File: src/hdl/stp_pkg.sv
// ============================================================================
// stp_pkg - shared types and constants of the trapezoidal move profiler
// Codes, register indexes, reset values and the structs passed between the
// top level and the profile core.
// ============================================================================
`timescale 1ns / 1ps
`default_nettype none

package stp_pkg;

  // Field widths
  localparam int unsigned RATE_W  = 12;
  localparam int unsigned STEP_W  = 10;
  localparam int unsigned SCALE_W = 5;
  localparam int unsigned CPU_W   = 7;
  localparam int unsigned OVS_W   = 8;
  localparam int unsigned RMS_W   = 20;
  localparam int unsigned SPAN_W  = 21;
  localparam int unsigned POS_W   = 32;
  localparam int unsigned CFG_IDX_W  = 3;
  localparam int unsigned CFG_DATA_W = 20;

  // Saturation limits
  localparam logic [SPAN_W-1:0] SPAN_MAX = '1;
  localparam logic [RATE_W-1:0] RATE_MAX = '1;

  // Register reset values
  localparam logic [RATE_W-1:0]  RST_MIN_RATE   = 12'd321;
  localparam logic [STEP_W-1:0]  RST_RAMP_STEP  = 10'd40;
  localparam logic [SCALE_W-1:0] RST_SPEED_SCALE = 5'd16;
  localparam logic [CPU_W-1:0]   RST_CPU        = 7'd16;
  localparam logic [OVS_W-1:0]   RST_OVERSHOOT  = 8'd3;
  localparam logic [RMS_W-1:0]   RST_RAMP_MIN_SPAN = 20'd700;

  // Register indexes
  localparam logic [CFG_IDX_W-1:0] REG_MIN_RATE      = 3'd0;
  localparam logic [CFG_IDX_W-1:0] REG_RAMP_STEP     = 3'd1;
  localparam logic [CFG_IDX_W-1:0] REG_SPEED_SCALE   = 3'd2;
  localparam logic [CFG_IDX_W-1:0] REG_CPU           = 3'd3;
  localparam logic [CFG_IDX_W-1:0] REG_OVERSHOOT     = 3'd4;
  localparam logic [CFG_IDX_W-1:0] REG_RAMP_MIN_SPAN = 3'd5;

  // Command codes
  localparam logic [1:0] FN_POLL  = 2'd0;
  localparam logic [1:0] FN_START = 2'd1;
  localparam logic [1:0] FN_LOAD  = 2'd2;

  // Event codes
  localparam logic [1:0] EV_NONE     = 2'd0;
  localparam logic [1:0] EV_STARTED  = 2'd1;
  localparam logic [1:0] EV_REFUSED  = 2'd2;
  localparam logic [1:0] EV_FINISHED = 2'd3;

  // Drive direction codes
  localparam logic [1:0] DIR_STOP = 2'd0;
  localparam logic [1:0] DIR_FWD  = 2'd1;
  localparam logic [1:0] DIR_BWD  = 2'd2;

  // Move phase, one-hot
  typedef enum logic [3:0] {
    PH_IDLE   = 4'b0001,
    PH_UP     = 4'b0010,
    PH_CRUISE = 4'b0100,
    PH_DOWN   = 4'b1000
  } phase_t;

  typedef struct packed {
    logic [RATE_W-1:0]  min_rate_hz;
    logic [STEP_W-1:0]  ramp_step_hz;
    logic [SCALE_W-1:0] speed_scale;
    logic [CPU_W-1:0]   counts_per_unit;
    logic [OVS_W-1:0]   overshoot_counts;
    logic [RMS_W-1:0]   ramp_min_span;
  } cfg_t;

  typedef struct packed {
    logic [1:0]              func;
    logic                    move_direction;
    logic [7:0]              speed_units;
    logic [15:0]             step_distance;
    logic signed [POS_W-1:0] load_value;
    logic signed [POS_W-1:0] encoder_position;
    logic                    head_limit;
    logic                    tail_limit;
    logic                    ramp_tick;
  } item_t;

  typedef struct packed {
    logic [1:0]        drive_dir;
    logic [RATE_W-1:0] step_rate_hz;
    logic              coil_on;
    logic [1:0]        event_res;
  } result_t;

endpackage

`default_nettype wire

File: src/hdl/stp_core.sv
// ============================================================================
// stp_core - move state and single-pass profile update
// Holds the move state and works out, in one pass of logic, the next state
// and the result of one transaction. State advances only when item_en is high.
// ============================================================================
`timescale 1ns / 1ps
`default_nettype none

module stp_core (
  input  wire logic            clk,
  input  wire logic            rst,
  input  wire logic            item_en,
  input  wire stp_pkg::item_t  item,
  input  wire stp_pkg::cfg_t   cfg,
  output stp_pkg::result_t     result
);

  // Move state
  stp_pkg::phase_t                   phase, phase_next;
  logic [stp_pkg::POS_W-1:0]         target_position, target_position_next;
  logic [stp_pkg::POS_W-1:0]         goal_count, goal_count_next;
  logic [stp_pkg::SPAN_W-1:0]        span_count, span_count_next;
  logic [stp_pkg::RATE_W-1:0]        current_rate, current_rate_next;
  logic [stp_pkg::RATE_W-1:0]        peak_rate, peak_rate_next;
  logic                              active_direction, active_direction_next;
  logic [1:0]                        event_code;

  // Start arithmetic
  logic [stp_pkg::POS_W-1:0]         start_target;
  logic [38:0]                       goal_prod;
  logic [stp_pkg::POS_W-1:0]         start_goal;
  logic [22:0]                       span_prod;
  logic signed [23:0]                span_raw;
  logic [stp_pkg::SPAN_W-1:0]        start_span;
  logic [12:0]                       peak_prod;
  logic [stp_pkg::RATE_W-1:0]        start_peak;
  logic                              start_limit;

  // Poll arithmetic
  logic                              travel_limit;
  logic signed [32:0]                left;
  logic signed [35:0]                left_ext;
  logic signed [35:0]                left_x3;
  logic                              below_third;
  logic                              reached;
  logic [12:0]                       up_sum;
  logic [stp_pkg::RATE_W-1:0]        up_rate;
  logic [stp_pkg::RATE_W-1:0]        up_after;
  logic [stp_pkg::RATE_W-1:0]        down_rate;
  logic [stp_pkg::RATE_W-1:0]        out_rate;

  // Target, goal, span and peak rate for a new move
  assign start_target = item.move_direction
                      ? target_position - {16'd0, item.step_distance}
                      : target_position + {16'd0, item.step_distance};
  assign goal_prod  = {7'd0, start_target} * {32'd0, cfg.counts_per_unit};
  assign start_goal = item.move_direction
                    ? goal_prod[31:0] + {24'd0, cfg.overshoot_counts}
                    : goal_prod[31:0] - {24'd0, cfg.overshoot_counts};

  assign span_prod = {7'd0, item.step_distance} * {16'd0, cfg.counts_per_unit};
  assign span_raw  = $signed({1'b0, span_prod}) - $signed({16'd0, cfg.overshoot_counts});
  always_comb begin
    if (span_raw[23]) begin
      start_span = '0;
    end else if (span_raw[22:21] != 2'b00) begin
      start_span = stp_pkg::SPAN_MAX;
    end else begin
      start_span = span_raw[20:0];
    end
  end

  assign peak_prod  = {5'd0, item.speed_units} * {8'd0, cfg.speed_scale};
  assign start_peak = peak_prod[12] ? stp_pkg::RATE_MAX : peak_prod[11:0];

  assign start_limit  = item.move_direction ? item.head_limit : item.tail_limit;
  assign travel_limit = active_direction ? item.head_limit : item.tail_limit;

  // Distance left, signed; left < span/3 is the same as 3*left + 3 <= span
  assign left = active_direction
              ? {item.encoder_position[31], item.encoder_position}
                - {goal_count[31], goal_count}
              : {goal_count[31], goal_count}
                - {item.encoder_position[31], item.encoder_position};
  assign left_ext    = {{3{left[32]}}, left};
  assign left_x3     = (left_ext <<< 1) + left_ext + 36'sd3;
  assign below_third = left_x3 <= $signed({15'd0, span_count});

  assign reached = active_direction
                 ? (item.encoder_position <= $signed(goal_count))
                 : (item.encoder_position >= $signed(goal_count));

  // Ramp up and ramp down rates
  assign up_sum   = {1'b0, current_rate} + {3'd0, cfg.ramp_step_hz};
  assign up_rate  = (up_sum > {1'b0, peak_rate}) ? peak_rate : up_sum[11:0];
  assign up_after = item.ramp_tick ? up_rate : current_rate;
  assign down_rate = (current_rate > {2'd0, cfg.ramp_step_hz})
                   ? current_rate - {2'd0, cfg.ramp_step_hz}
                   : '0;

  // Next state
  always_comb begin
    phase_next            = phase;
    target_position_next  = target_position;
    goal_count_next       = goal_count;
    span_count_next       = span_count;
    current_rate_next     = current_rate;
    peak_rate_next        = peak_rate;
    active_direction_next = active_direction;
    event_code            = stp_pkg::EV_NONE;
    unique case (item.func)
      stp_pkg::FN_LOAD: begin
        target_position_next = item.load_value;
      end
      stp_pkg::FN_START: begin
        if (phase == stp_pkg::PH_IDLE) begin
          if (start_limit) begin
            event_code = stp_pkg::EV_REFUSED;
          end else begin
            event_code            = stp_pkg::EV_STARTED;
            active_direction_next = item.move_direction;
            target_position_next  = start_target;
            goal_count_next       = start_goal;
            span_count_next       = start_span;
            peak_rate_next        = start_peak;
            current_rate_next     = cfg.min_rate_hz;
            if (start_span > {1'b0, cfg.ramp_min_span}) begin
              phase_next = (cfg.min_rate_hz < start_peak) ? stp_pkg::PH_UP
                                                          : stp_pkg::PH_CRUISE;
            end else begin
              phase_next = stp_pkg::PH_DOWN;
            end
          end
        end
      end
      stp_pkg::FN_POLL: begin
        if (phase != stp_pkg::PH_IDLE) begin
          if (travel_limit) begin
            phase_next = stp_pkg::PH_IDLE;
            event_code = stp_pkg::EV_FINISHED;
          end else begin
            unique case (phase)
              stp_pkg::PH_UP: begin
                current_rate_next = up_after;
                if (up_after >= peak_rate) begin
                  phase_next = stp_pkg::PH_CRUISE;
                end
              end
              stp_pkg::PH_CRUISE: begin
                if (below_third) begin
                  phase_next = stp_pkg::PH_DOWN;
                end
              end
              stp_pkg::PH_DOWN: begin
                if (reached) begin
                  phase_next = stp_pkg::PH_IDLE;
                  event_code = stp_pkg::EV_FINISHED;
                end else if (item.ramp_tick && (current_rate > cfg.min_rate_hz)) begin
                  current_rate_next = down_rate;
                end
              end
              default: begin
              end
            endcase
          end
        end
      end
      default: begin
      end
    endcase
  end

  // Result from the state after the update
  assign out_rate = (current_rate_next < cfg.min_rate_hz) ? cfg.min_rate_hz
                                                          : current_rate_next;
  always_comb begin
    if (phase_next == stp_pkg::PH_IDLE) begin
      result.drive_dir    = stp_pkg::DIR_STOP;
      result.step_rate_hz = '0;
      result.coil_on      = 1'b0;
    end else begin
      result.drive_dir    = active_direction_next ? stp_pkg::DIR_BWD : stp_pkg::DIR_FWD;
      result.step_rate_hz = out_rate;
      result.coil_on      = 1'b1;
    end
    result.event_res = event_code;
  end

  // State registers
  always_ff @(posedge clk) begin
    if (rst) begin
      phase            <= stp_pkg::PH_IDLE;
      target_position  <= '0;
      goal_count       <= '0;
      span_count       <= '0;
      current_rate     <= '0;
      peak_rate        <= '0;
      active_direction <= 1'b0;
    end else if (item_en) begin
      phase            <= phase_next;
      target_position  <= target_position_next;
      goal_count       <= goal_count_next;
      span_count       <= span_count_next;
      current_rate     <= current_rate_next;
      peak_rate        <= peak_rate_next;
      active_direction <= active_direction_next;
    end
  end

endmodule

`default_nettype wire

File: src/hdl/stepper_trapezoid_move_profiler.sv
// ============================================================================
// stepper_trapezoid_move_profiler - trapezoidal step-rate profiler, top level
// Input channel carries move, load and poll commands; each transaction gives
// exactly one result transaction on the output channel.
//
// Usage:
//   - Input channel in_valid/in_ready with the command fields; output channel
//     out_valid/out_ready with drive_dir, step_rate_hz, coil_on, event_res.
//   - Configuration by cfg_we/cfg_index/cfg_data, taken on the clock edge;
//     the user writes only while no transaction is outstanding (unchecked).
//   - Results are registered: result register, or skid register on a stall.
//   - Throughput: one transaction per cycle while in_ready is high, set by the
//     single pass of logic from input to result register (one 32x7 multiply on a start).
//   - A two-entry output buffer (result register plus skid register) keeps
//     in_ready high while one result waits; in_ready drops only when both
//     entries are full, and rises again once the receiver takes a result.
//   - Reset (rst, synchronous) loads the register defaults, parks the move in
//     idle with target, goal, span and rates cleared, and empties the buffer.
// ============================================================================
`timescale 1ns / 1ps
`default_nettype none

module stepper_trapezoid_move_profiler (
  input  wire logic                              clk,
  input  wire logic                              rst,
  // Input channel
  input  wire logic                              in_valid,
  output logic                                   in_ready,
  input  wire logic [1:0]                        func,
  input  wire logic                              move_direction,
  input  wire logic [7:0]                        speed_units,
  input  wire logic [15:0]                       step_distance,
  input  wire logic signed [stp_pkg::POS_W-1:0]  load_value,
  input  wire logic signed [stp_pkg::POS_W-1:0]  encoder_position,
  input  wire logic                              head_limit,
  input  wire logic                              tail_limit,
  input  wire logic                              ramp_tick,
  // Output channel
  output logic                                   out_valid,
  input  wire logic                              out_ready,
  output logic [1:0]                             drive_dir,
  output logic [stp_pkg::RATE_W-1:0]             step_rate_hz,
  output logic                                   coil_on,
  output logic [1:0]                             event_res,
  // Configuration port
  input  wire logic                              cfg_we,
  input  wire logic [stp_pkg::CFG_IDX_W-1:0]     cfg_index,
  input  wire logic [stp_pkg::CFG_DATA_W-1:0]    cfg_data
);

  stp_pkg::cfg_t    cfg;
  stp_pkg::item_t   item;
  stp_pkg::result_t result;
  stp_pkg::result_t out_res;
  stp_pkg::result_t skid_res;
  logic             skid_valid;
  logic             in_fire;
  logic             out_fire;

  assign in_ready = !skid_valid;
  assign in_fire  = in_valid && in_ready;
  assign out_fire = out_valid && out_ready;

  // Configuration registers
  always_ff @(posedge clk) begin
    if (rst) begin
      cfg.min_rate_hz      <= stp_pkg::RST_MIN_RATE;
      cfg.ramp_step_hz     <= stp_pkg::RST_RAMP_STEP;
      cfg.speed_scale      <= stp_pkg::RST_SPEED_SCALE;
      cfg.counts_per_unit  <= stp_pkg::RST_CPU;
      cfg.overshoot_counts <= stp_pkg::RST_OVERSHOOT;
      cfg.ramp_min_span    <= stp_pkg::RST_RAMP_MIN_SPAN;
    end else if (cfg_we) begin
      unique case (cfg_index)
        stp_pkg::REG_MIN_RATE:      cfg.min_rate_hz      <= cfg_data[11:0];
        stp_pkg::REG_RAMP_STEP:     cfg.ramp_step_hz     <= cfg_data[9:0];
        stp_pkg::REG_SPEED_SCALE:   cfg.speed_scale      <= cfg_data[4:0];
        stp_pkg::REG_CPU:           cfg.counts_per_unit  <= cfg_data[6:0];
        stp_pkg::REG_OVERSHOOT:     cfg.overshoot_counts <= cfg_data[7:0];
        stp_pkg::REG_RAMP_MIN_SPAN: cfg.ramp_min_span    <= cfg_data[19:0];
        default: begin
        end
      endcase
    end
  end

  // Command fields into one bundle
  always_comb begin
    item.func             = func;
    item.move_direction   = move_direction;
    item.speed_units      = speed_units;
    item.step_distance    = step_distance;
    item.load_value       = load_value;
    item.encoder_position = encoder_position;
    item.head_limit       = head_limit;
    item.tail_limit       = tail_limit;
    item.ramp_tick        = ramp_tick;
  end

  stp_core u_core (
    .clk     (clk),
    .rst     (rst),
    .item_en (in_fire),
    .item    (item),
    .cfg     (cfg),
    .result  (result)
  );

  // Output register and skid register
  always_ff @(posedge clk) begin
    if (rst) begin
      out_valid  <= 1'b0;
      skid_valid <= 1'b0;
    end else begin
      if (skid_valid) begin
        if (out_fire) begin
          skid_valid <= 1'b0;
        end
      end else if (in_fire) begin
        if (out_valid && !out_ready) begin
          skid_valid <= 1'b1;
        end else begin
          out_valid <= 1'b1;
        end
      end else if (out_fire) begin
        out_valid <= 1'b0;
      end
    end
  end

  always_ff @(posedge clk) begin
    if (skid_valid) begin
      if (out_fire) begin
        out_res <= skid_res;
      end
    end else if (in_fire) begin
      if (out_valid && !out_ready) begin
        skid_res <= result;
      end else begin
        out_res <= result;
      end
    end
  end

  assign drive_dir    = out_res.drive_dir;
  assign step_rate_hz = out_res.step_rate_hz;
  assign coil_on      = out_res.coil_on;
  assign event_res    = out_res.event_res;

  // Checks
  a_skid_needs_out: assert property (@(posedge clk) disable iff (rst)
    skid_valid |-> out_valid)
    else $error("skid entry held with empty result register");

  a_fill_order: assert property (@(posedge clk) disable iff (rst)
    (in_fire && out_valid && !out_ready) |=> skid_valid)
    else $error("stalled transaction not kept in skid register");

  a_start_moves: assert property (@(posedge clk) disable iff (rst)
    (out_valid && event_res == stp_pkg::EV_STARTED) |-> (coil_on && drive_dir != stp_pkg::DIR_STOP))
    else $error("started move reported without drive");

  a_refuse_stops: assert property (@(posedge clk) disable iff (rst)
    (out_valid && event_res == stp_pkg::EV_REFUSED) |-> (!coil_on && drive_dir == stp_pkg::DIR_STOP))
    else $error("refused move reported as moving");

  a_stop_zero_rate: assert property (@(posedge clk) disable iff (rst)
    (out_valid && !coil_on) |-> (step_rate_hz == '0 && drive_dir == stp_pkg::DIR_STOP))
    else $error("rate or direction set while coil is off");

endmodule

`default_nettype wire

File: config.mk
export PLATFORM = sky130hd
export DESIGN_NAME = stepper_trapezoid_move_profiler
export DESIGN_NICKNAME = d
export VERILOG_FILES = /design/src/hdl/stp_pkg.sv /design/src/hdl/stp_core.sv /design/src/hdl/stepper_trapezoid_move_profiler.sv
export SDC_FILE = /design/constraint.sdc
export NUM_CORES = 2
export LEC_CHECK = 0
export ABC_AREA = 1
export CAP_MARGIN = 20
export CORE_MARGIN = 2
export CORE_UTILIZATION = 24
export CTS_CLUSTER_DIAMETER = 40
export DETAILED_ROUTE_END_ITERATION = 10
export DONT_BUFFER_PORTS = 1
export GPL_TIMING_DRIVEN = 1
export SYNTH_ARGS = -nofsm -noshare
export SYNTH_HDL_FRONTEND = slang
export SYNTH_SLANG_ARGS = --single-unit
File: constraint.sdc
create_clock -name clk -period 12.4 [get_ports clk]
set_clock_uncertainty 0.05 [all_clocks]
set_input_delay 1.24 -clock clk [delete_from_list [all_inputs] [get_ports clk]]
set_output_delay 1.24 -clock clk [all_outputs]
set_load 0.01 [all_outputs]
---- Yosys cells after proc, flatten, opt, wreduce, memory -nomap -nowiden ----
Index checks and enable logic that the tools add are counted.
Widths: inputs -> output; s select.
storage, ports and cells
  input port bits ......................... 122
  output and inout bits ................... 19
  flip-flop bits (word level) ............. 212
operators by class
  bitwise gates (word level) .............. 2
  reduce and logical (&&, ||, !) cells .... 23
  multiply operators ...................... 3
  $add $sub $neg .......................... 11
  magnitude comparators ................... 10
  muxes and demuxes ....................... 58
  equality and inequality tests ........... 18
operator list
  kind                   count
  $mux 12                11
  $mux 32                4
  $mux 17                4
  $sub 32x32->33         2
  $pmux 32 s2            1
  $pmux 12 s2            2
  $mux 21                2
  $add 36x3->36 const B  1
  $le 36x22->1           1
  $add 34x33->35         1
  $mux 33                1
  $add 32x16->32         1
  $add 32x8->32          1
  $ge 32x32->1           1
  $le 32x32->1           1
  $mul 32x7->32          1
  $mux 4                 8
  $sub 32x16->32         1
  $sub 32x8->32          1
  $lt 12x12->1           2
  $sub 23x8->24          1
  $mul 16x7->23          1
  $gt 21x20->1           1
  $mux 15                1
  other kinds (34)       74

---- Logic depth before layout (Yosys ltp) ----
  depth after elaboration ................. 15
  mapped depth ............................ 52
  gate-level depth less buffers ........... 51

---- By module ----
A second synthesis with hierarchy kept.
unflattened totals
  cells, all modules ...................... 5175
  area total of the unflattened synthesis .. 34400.5 um^2
by module, submodules not included
  module                           cells an instance  sequential area each (um^2)  area an instance (um^2)  times used
  stp_core                         4710               2282.2                       30565.6                  1
  stepper_trapezoid_move_profiler  465                2302.2                       3834.9                   1

---- Worst setup path after synthesis ----
OpenSTA, ideal clock, no wires.
  path type ............................... input-to-reg
  start ................................... in step_distance[1]
  end ..................................... reg u_core.goal_count[31] (netlist name)
  setup slack ............................. 3036 ps
  data arrival time ....................... 9205 ps
  stages on the path ...................... 47
  data required time ...................... 12241 ps
  cells stage by stage .................... clkbuf_1 inv_1 ha_1 inv_1 o21ai_0 fa_1 o21ai_1 o21ai_0 o21ai_1 nand2_1 nand2_1 a21oi_1 o21ai_1 inv_1 o21ai_1 xor2_1 nand2_1 fa_1 [... 11 more ...] a21boi_1 o21ai_0 nand2_1 nand2_1 nand2_1 nand2_1 nand2_1 nand2_1 ha_1 a21oi_1 o211ai_1 o21bai_1 a41o_1 a21o_1 nand3b_1 nand3_1 nand2_1 inv_1
between the ends
  word-level cells in the longest chain between the ends .. 5
  elaborated cells on any way between the ends .. 7
RTL lines
  item                                                     line                                   source
  start, declared                                          stepper_trapezoid_move_profiler.sv:32  input wire logic [15:0] step_distance,
  $add 32x16->32 / $sub 32x16->32 (equally long branches)  stp_core.sv:55, stp_core.sv:54
  $mux 32 *                                                stp_core.sv:54                         ? target_position - {16'd0, item.step_distance}
  $mul 32x7->32 *                                          stp_core.sv:56                         assign goal_prod = {7'd0, start_target} * {32'd0, cfg.counts_per_unit};
  $sub 32x8->32 / $add 32x8->32 (equally long branches)    stp_core.sv:59, stp_core.sv:58
  $mux 32 *                                                stp_core.sv:58                         ? goal_prod[31:0] + {24'd0, cfg.overshoot_counts}
  end signal, assigned                                     stp_core.sv:202                        goal_count <= goal_count_next;
  end, declared                                            stp_core.sv:21                         logic [stp_pkg::POS_W-1:0] goal_count, goal_count_next;
Every way passes the cells marked *; elsewhere a longest branch is shown, timed or not.
A chain may end at the register's enable or synchronous reset.

---- Worst setup path after layout ----
  start ................................... in move_direction
  end ..................................... reg u_core.goal_count[31] (netlist name)
between the ends
  word-level cells in the longest chain between the ends .. 4
  elaborated cells on any way between the ends .. 8
RTL lines
  item                                                   line                                   source
  start, declared                                        stepper_trapezoid_move_profiler.sv:30  input wire logic move_direction,
  $mux 32                                                stp_core.sv:54
  $mul 32x7->32                                          stp_core.sv:56
  $sub 32x8->32 / $add 32x8->32 (equally long branches)  stp_core.sv:59, stp_core.sv:58
  $mux 32                                                stp_core.sv:58
Parallel ways exist; a longest one is shown, timed or not.

==> run metrics <==
total vias in the final route 33,648; final number of setup-violating endpoints 0; CP max FO 22; cell leakage power 19.0 nW; max-cap violations 0; commonest cells after routing, fill and taps aside sky130_fd_sc_hd__nand2_1 (1,248), sky130_fd_sc_hd__inv_1 (981), sky130_fd_sc_hd__a21oi_1 (450), sky130_fd_sc_hd__ha_1 (399), sky130_fd_sc_hd__nor2_1 (358); Syn-to-layout area delta 11.4%; Yosys top cell by area sky130_fd_sc_hd__ha_1; clock latency of the later-clocked register in the worst-skew pair 0.64 ns; clock buffer depth 3; number of warnings issued by yosys 0; FILL cells 15,695; global-route total usage across every layer 0.163; initial cell density of the core 0.242; clock-pin slew reported for the worst setup and hold paths after clock tree synthesis 0.05 ns; slowest stage delay, CP 0.60 ns; CP Data Required Time 12.88 ns; share of Yosys cell area claimed by the top area cell type 0.146; initial antenna violation count 12; synthesis-stage register bit count 212; leading cell type in the layout, fill and taps excluded sky130_fd_sc_hd__nand2_1; antenna-violating nets left 0; largest cells by area after synthesis sky130_fd_sc_hd__ha_1 (15%), sky130_fd_sc_hd__fa_1 (14%), sky130_fd_sc_hd__nand2_1 (14%); detailed-route wire length per cell 17.1 um; summed instance area of the synthesized netlist 0.0344 sq mm; CTS tree done; final cycle utilization of the critical path 0.802; Cells after Synth 5,207; Critical Path Slowest Stage Cell sky130_fd_sc_hd__clkinv_1; CP Launch Type input pin; most prevalent standard cell on the critical path sky130_fd_sc_hd__nand2_1; depth of the CTS H-tree 2; Tmin final 9.94 ns; Max rail drop VDD 111 uV; DR pass1 iterations 6; number of post-CTS setup repair buffers 0; DRC Markers 0; Die Wd 382 um; count of buffers inserted at the top-level ports 0; initial DRC count 2,451; final RePlAce weighted congestion 0.943; Resized Gates After CTS 0; die area 0.146 sq mm; count of pins over their slew limit 0; Max-Slew Margin vs Limit 0.369; sequential cell area fraction in the yosys report 0.133; Setup WS pre-CTS 1.92 ns; total of hold buffers inserted after clock tree synthesis 0; outcome completed; wirelength, routed 121,000 um; average size of a mapped cell 6.60 sq um; type of the worst setup path in -> reg; chip height 382 um; layout cell share with drive strength beyond 1 0.0439; unrepaired setup endpoints after global routing false; most used flip-flop cell after synthesis sky130_fd_sc_hd__dfxtp_1; final-report hold violation count 0; maximum number of pins on one net before global-route repair 73; overall power after layout 0.00531 W; CTS root buf sky130_fd_sc_hd__clkbuf_16; critical path capture point type flop; placed wire-length estimate after detailed placement 101,000 um; residual overflow from global routing 0; Power Dens Cells 139 mW/mm^2; count of distinct cell types in the synthesized netlist 69; Top-Level Pins 141; class of the tightest hold or removal check reg -> reg; sum of negative setup slack 0 ns; vias per std cell 4.75; Inserted Clock Buffers 55; first-pass GRT wire length 188,000 um; net count of the mapped netlist 5,963; NumNets Final 5,898; via count of the first global-routing pass 33,048; Worst Max-Slew Pin Slew 0.945 ns; area inside the core boundary 0.142 sq mm; fmax 101 MHz; worst path setup slack after routing 2.46 ns; number of sinks driven by the clock tree 212; CP arrival 10.42 ns; Core Rows 138; EDFF count, synth 34; share of synthesized flip-flops with an asynchronous set or reset 0
[per-stage QoR]
step	util	hold WS, ns	std cells	instance area, sq um
floorplan	-	0.385	5207	34400
global placement	0.256	0.401	6974	36300
detailed placement	0.256	0.409	6975	36300
CTS	0.270	0.416	7078	38200
global route	0.270	0.432	7087	38300
finish	0.270	0.413	7088	38300
[cell usage after synthesis, types with 3 or more instances]
cell	count
sky130_fd_sc_hd__nor2_2	18
sky130_fd_sc_hd__a21boi_0	9
sky130_fd_sc_hd__nand3b_1	7
sky130_fd_sc_hd__or2_2	12
sky130_fd_sc_hd__a21oi_1	450
sky130_fd_sc_hd__nand2_1	1248
sky130_fd_sc_hd__o21ai_1	19
sky130_fd_sc_hd__o22ai_1	5
sky130_fd_sc_hd__and2_1	16
sky130_fd_sc_hd__fa_1	234
sky130_fd_sc_hd__clkbuf_1	130
sky130_fd_sc_hd__o31ai_1	11
sky130_fd_sc_hd__o211ai_1	66
sky130_fd_sc_hd__xnor2_1	50
sky130_fd_sc_hd__a32oi_1	3
sky130_fd_sc_hd__nand4_1	59
sky130_fd_sc_hd__nor2_4	4
sky130_fd_sc_hd__dfxtp_1	178
sky130_fd_sc_hd__nor4_1	15
sky130_fd_sc_hd__a31oi_1	20
sky130_fd_sc_hd__o2111ai_1	3
sky130_fd_sc_hd__a2111oi_0	4
sky130_fd_sc_hd__buf_1	9
sky130_fd_sc_hd__edfxtp_1	34
sky130_fd_sc_hd__nand2_2	19
sky130_fd_sc_hd__xor2_1	122
sky130_fd_sc_hd__o221ai_1	7
sky130_fd_sc_hd__nand3_1	176
sky130_fd_sc_hd__a221oi_1	16
sky130_fd_sc_hd__o21a_1	20
sky130_fd_sc_hd__nand3_2	14
sky130_fd_sc_hd__a21o_1	20
sky130_fd_sc_hd__a211oi_1	18
sky130_fd_sc_hd__o21bai_1	18
sky130_fd_sc_hd__clkinv_1	4
sky130_fd_sc_hd__a21boi_1	4
sky130_fd_sc_hd__ha_1	400
sky130_fd_sc_hd__inv_1	982
sky130_fd_sc_hd__inv_2	20
sky130_fd_sc_hd__o21ai_0	315
sky130_fd_sc_hd__buf_2	7
sky130_fd_sc_hd__nor3_1	43
sky130_fd_sc_hd__a22oi_1	9
sky130_fd_sc_hd__nor2_1	359
[logic make-up after synthesis]
logic type | share of synthesized area
adder cells (fa/ha/maj) | 0.282
AO/OA/AOI/OAI | 0.169
flip-flops | 0.133
XOR/XNOR | 0.0439
AND/OR/NAND/NOR | 0.244
multiplexers | 0.000911
buffers and inverters | 0.127
[cell type report]
| class | count | area (sq um) | share of cell area |
|---|---|---|---|
| multi-input cells | 3839 | 25400 | 0.664 |
| diodes | 10 | 25.0 | 0.000654 |
| flip-flops and latches | 212 | 4580 | 0.120 |
| well taps | 1890 | 2360 | 0.0618 |
| clock buffers | 59 | 1420 | 0.0372 |
| clock inverters | 44 | 467 | 0.0122 |
| inverters | 1006 | 3780 | 0.0987 |
| repair buffers | 28 | 210 | 0.00550 |
[critical path, delay by kind of cell]
| kind | cells | cell delay [ns] |
|---|---|---|
| adders and majority gates | 7 | 3.05 |
| AOI/OAI and AO/OA | 13 | 2.91 |
| xor gates and xnor gates | 3 | 0.95 |
| buffers and inverters | 6 | 0.89 |
| and+or+nand+nor | 12 | 1.34 |
[where the power goes]
part | switching, W | leakage, nW | internal [W]
sequential | 0.0000415 | 1.77 | 0.000741
combinational | 0.00206 | 16.3 | 0.000997
clock | 0.000523 | 0.908 | 0.000946
total | 0.00263 | 19.0 | 0.00268
[flip-flops by register name (all words and copies together), names as in the netlist]
register and flops:
cfg 62, coil_on 1, drive_dir 2, event_res 2, out_valid 1, skid_res 17, skid_valid 1, step_rate_hz 12
u_core.active_direction 1, u_core.current_rate 12, u_core.goal_count 32, u_core.peak_rate 12, u_core.phase 4, u_core.span_count 21, u_core.target_position 32
[per-layer routing]
layer,vias to the layer above,global-route usage,wire length (um)
met5,-,0,41
met1,15834,0.210,53400
met2,1019,0.272,55500
met4,6,0.0548,4090
li1,16583,-,-
met3,206,0.0297,8370
[final timing paths]
kind	startpoint	endpoint	slack, ns	cells past startpoint
setup / recovery	move_direction	u_core.goal_count[31]	2.46	41
hold / removal	cfg[14]	cfg[14]	0.41	2
hold reg to reg	cfg[14]	cfg[14]	0.41	2
setup reg to reg	cfg[34]	skid_res[5]	3.01	40
Power figures use the tool's default switching activity.
